**src/hdl/mwrs_pkg.sv**
```systemverilog
// Shared types, constants and widths of the masked weighted rate map smoother.
`default_nettype none
package mwrs_pkg;

    localparam int MAX_WIDTH  = 64;
    localparam int MAX_HEIGHT = 64;
    localparam int XW         = $clog2(MAX_WIDTH);
    localparam int YW         = $clog2(MAX_HEIGHT);
    localparam int PXW        = 41;

    localparam logic [16:0] ONE_Q16  = 17'd65536;
    localparam logic [16:0] W_SIDE   = 17'd65536;
    localparam logic [16:0] W_CORNER = 17'd46341;
    localparam logic [23:0] RATE_MAX = 24'hFFFFFF;

    localparam int NW = 19;   // sum of neighbor weights
    localparam int SW = 35;   // weighted spike sum
    localparam int TW = 43;   // weighted time sum
    localparam int AW = 20;   // blend coefficients
    localparam int NUMW = 63; // shifted numerator
    localparam int DENW = 63;
    localparam int QW = 25;

    typedef enum logic [1:0] {
        REG_MAP_WIDTH  = 2'd0,
        REG_MAP_HEIGHT = 2'd1,
        REG_SMOOTHING  = 2'd2,
        REG_THRESHOLD  = 2'd3
    } t_reg_index;

    typedef struct packed {
        logic [XW-1:0] pixel_x;
        logic [YW-1:0] pixel_y;
        logic          skip;
        logic [15:0]   c_spikes;
        logic [23:0]   c_time;
        logic [NW-1:0] n_sum;
        logic [SW-1:0] s_sum;
        logic [TW-1:0] t_sum;
    } t_job;

    typedef enum logic [2:0] {
        ST_IDLE,
        ST_AB,
        ST_MUL,
        ST_SUM,
        ST_DIV,
        ST_DONE
    } t_back_state;

    function automatic logic [16:0] weight_of(input int idx);
        logic [16:0] w;
        case (idx)
            0, 2, 6, 8: w = W_CORNER;
            1, 3, 5, 7: w = W_SIDE;
            default:    w = 17'd0;
        endcase
        return w;
    endfunction

endpackage
`default_nettype wire

```
**src/hdl/mwrs_fifo.sv**
```systemverilog
// Four-entry job queue between the front end and the divider back end.
`default_nettype none
module mwrs_fifo (
    input  wire logic           i_clk,
    input  wire logic           i_rst_n,
    input  wire logic           i_push,
    input  wire mwrs_pkg::t_job i_job,
    output logic                o_full,
    input  wire logic           i_pop,
    output logic                o_valid,
    output mwrs_pkg::t_job      o_job
);
    localparam int DEPTH = 4;
    localparam int PW = $clog2(DEPTH);

    mwrs_pkg::t_job r_q [DEPTH];
    logic [PW-1:0]  r_wr, r_rdp;
    logic [PW:0]    r_cnt;

    assign o_full  = r_cnt == (PW+1)'(DEPTH);
    assign o_valid = r_cnt != '0;
    assign o_job   = r_q[r_rdp];

    always_ff @(posedge i_clk) begin
        if (i_push) begin
            r_q[r_wr] <= i_job;
        end
    end

    always_ff @(posedge i_clk) begin
        if (!i_rst_n) begin
            r_wr  <= '0;
            r_rdp <= '0;
            r_cnt <= '0;
        end else begin
            if (i_push) begin
                r_wr <= r_wr + 1'b1;
            end
            if (i_pop) begin
                r_rdp <= r_rdp + 1'b1;
            end
            r_cnt <= r_cnt + (PW+1)'(i_push) - (PW+1)'(i_pop);
        end
    end

endmodule
`default_nettype wire

```
**config.mk**
```make
export PLATFORM = sky130hd
export DESIGN_NAME = mwrs_fifo
export DESIGN_NICKNAME = d
export VERILOG_FILES = /design/src/hdl/mwrs_pkg.sv /design/src/hdl/mwrs_fifo.sv
export SDC_FILE = /design/constraint.sdc
export NUM_CORES = 1
export LEC_CHECK = 0
export BUFFER_PORTS_ARGS = -buffer_cell sky130_fd_sc_hd__clkbuf_2
export CAP_MARGIN = 25
export CORE_ASPECT_RATIO = 0.75
export CORE_MARGIN = 8
export CORE_UTILIZATION = 50
export CTS_CLUSTER_SIZE = 8
export DETAILED_ROUTE_END_ITERATION = 16
export PLACE_DENSITY = 0.83
export SETUP_SLACK_MARGIN = 0.3
export SYNTH_ARGS = -nofsm -noshare
export SYNTH_HDL_FRONTEND = slang
export SYNTH_SLANG_ARGS = --single-unit
```
**constraint.sdc**
```tcl
create_clock -name i_clk -period 4.8 [get_ports i_clk]
set_clock_uncertainty 0.15 [all_clocks]
set_input_delay 0.24 -clock i_clk [delete_from_list [all_inputs] [get_ports i_clk]]
set_output_delay 0.24 -clock i_clk [all_outputs]
set_load 0.01 [all_outputs]
```
==> out/metrics.yaml <==
status: "complete, no violations"
finalCriticalPeriod_ps: 3180
crit_type: "flop to primary output"
tns_ps: 0
first_pass_iters: 5
fmax_ghz: 0.314
crit_arrival_ps: 2790
cap_violations: 0
clk_pin_slew_ps: 50
netlist_top_cells_count: "edfxtp_1 (600), mux4_2 (150), buf_2 (17), buf_6 (11), dfxtp_1 (9)"
portBuffers: 305
synth_nets: 988
synthFlopType: "edfxtp_1"
track_usage_pct: 19.6
synth.area.top_cells: "edfxtp_1 (82%), mux4_2 (15%), dfxtp_1 (0.82%)"
start_util_pct: 50.8
ys_warn_count: 0
synth_compound_area_share_pct: 0.0680
nets: 1521
die_height_um: 198
cts_tree: "done"
ioPinCount: 306
synthMostInstantiatedCell: "edfxtp_1"
synth_fa_ha_area_share_pct: 0.431
synth_cells: 827
cts_buffers: 86
grt_use_met2_pct: 34.2
drive_above_1_share_pct: 41.6
grt-ovfl-total: 0
yosysSeqAreaShare_pct: 82.4
cts_sinks: 609
cts-root-buf: "clkbuf_16"
synth_top_family_by_area: "multiplexers"
first_iter_violations: 903
maxSlewViolCount: 0
insertion_delay_ps: 590
wl_per_cell_um: 25.8
grt_max_degree: 62
route.vias.total: 10900
tightestPinTransition_ps: 830
crit_path_end_kind: "primary output"
p_clk_share_pct: 41.7
synth_edf_count: 600
dieArea_um2: 51200
ys_types: 19
switching_share_pct: 21.8
core-area_um2: 43400
wirelength_um: 50700
synth_top_area_share_pct: 81.6
grtUsageMet1_pct: 23.5
synth_top_area_cell: "edfxtp_1"
antenna_found_initial: 5
met3_usage_pct: 6.18
ctsResizeCount: 0
power.density_nw_per_um2: 453
row_count: 66
busiest_layer: "met2"
net-switching-power_uw: 2790
die_w_um: 259
synth_xor_area_share_pct: 0.187
grt_pass1_vias: 12000
grt_setup_unrepaired: "no"
hold_viol: 0
synth-seq-cells: 609
route.detailed.drc: 0
max_slew_margin_pct: 44.7
period_share_pct: 66.3
clockBufferDepth: 3
finalWeightedCongestion: 0.733
hold_slack_ps: 253
seq_power_share_pct: 48.6
cts_setup_buffers: 0
ant_nets: 0
via_per_inst: 5.54
worstPathMaxFanout: 46
h-tree-depth: 3
peakVddDrop_v: 0.000469
syn_area_per_cell_um2: 26.7
grt_pass1_wl_um: 74800
async_flop_share_pct: 0
combPwrFrac_pct: 9.7
internal_power_uw: 10000
hp-class: "input port to flop"
setup_violations: 0
crit_path_start_kind: "flop"
syn-cell-area_um2: 22100
yosys-mux-area-fraction_pct: 15.4
required_ps: 4410
hpwl_um: 28000
syn_to_final_growth_pct: 27.9
power.leakage_uw: 0.00973
synth_simple_gate_area_share_pct: 0.346
per-stage QoR:
| step | setup WS [ps] | cells | utilization (%) | cell area (um2) | total power [uW] |
|---|---|---|---|---|---|
| after floorplan | 1820 | 827 | - | 22100 | 6930 |
| after global placement | 2110 | 1696 | 56.0 | 24300 | 7380 |
| after detailed placement | 2090 | 1696 | 56.0 | 24300 | 7430 |
| after CTS | 1400 | 1962 | 64.9 | 28200 | 12900 |
| after global routing | 1520 | 1966 | 65.0 | 28200 | 13200 |
| final | 1620 | 1966 | 65.0 | 28200 | 12800 |
worst paths after layout:
kind	from	to	slack, ps	cells after the start
setup / recovery	flop	o_job[142]	1620	3
hold / removal	i_job[13]	r_q[3][13]$_DFFE_PP_	250	2
setup reg to reg	r_wr[0]$_SDFFE_PN0P_	r_q[2][62]$_DFFE_PP_	2430	4
hold reg to reg	r_wr[1]$_SDFFE_PN0P_	r_wr[1]$_SDFFE_PN0P_	410	2
cell usage in the layout (no fill, tap or decap):
cell,Yosys,final
nor2_1,5,5
clkinv_1,0,1
clkbuf_16,0,87
buf_16,0,1
mux4_2,150,150
buf_12,0,7
xnor2_1,2,2
or3_1,1,1
inv_1,7,7
edfxtp_1,600,600
bufinv_16,0,1
clkbuf_2,0,305
dfxtp_4,0,2
buf_4,0,13
ha_1,6,6
fa_1,1,1
a21oi_1,1,1
mux2i_1,1,1
inv_6,0,5
diode_2,0,3
dfxtp_1,9,7
clkbuf_1,6,19
and2_1,6,2
and3_1,1,1
a21bo_2,1,1
and2_4,0,4
dlygate4sd3_1,0,153
xor3_1,1,1
nand3b_1,1,1
layout make-up:
cell class | instances | area, um2
Clock inverter | 7 | 77.6
Fill cell | 2713 | 15200
Clock buffer | 106 | 2250
Inverter | 7 | 26.3
Sequential cell | 609 | 18200
Multi-Input combinational cell | 177 | 3630
Tap cell | 578 | 723
Timing Repair Buffer | 479 | 3320
Antenna cell | 3 | 7.51
power groups by stage:
stage / clock [uW] / sequential (uW) / combinational [uW]
finish: 5330 / 6220 / 1240
global route: 5640 / 6230 / 1320
CTS: 5390 / 6230 / 1230
detailed placement: 0 / 6320 / 1100
global placement: 0 / 6300 / 1080
floorplan: 0 / 6280 / 657
sequential cells by signal (all words and copies together), names as in the netlist, named ones only:
| name | count |
|---|---|
| r_cnt | 3 |
| r_rdp | 2 |
| r_wr | 2 |
| r_q | 600 |
worst max-delay path, stage by stage, from the launching register on:
cell and delay, ps:
dfxtp_4 810, buf_4 640, mux4_2 480, clkbuf_2 170
what timing repair did:
action | in CTS | in global routing
hold endpoints to repair | 609 | 0
setup endpoints to repair | 0 | 0
hold buffers | 153 | 0
logic make-up (layout without fill, tap and decap cells):
logic type               count (synthesis)  after routing
buffers and inverters                   41            599
AND/OR/NAND/NOR                         14             14
other                                    0              3
flip-flops                             609            609
AO/OA/AOI/OAI                            2              2
multiplexers                           151            151
XOR/XNOR                                 3              3
adder cells (fa/ha/maj)                  7              7
layer usage:
| layer | up-vias | wire, um |
|---|---|---|
| met4 | 4 | 940 |
| li1 | 4647 | - |
| met3 | 77 | 4210 |
| met1 | 5662 | 18800 |
| met5 | - | 27 |
| met2 | 499 | 26800 |
(Power assumes the default switching activity.)
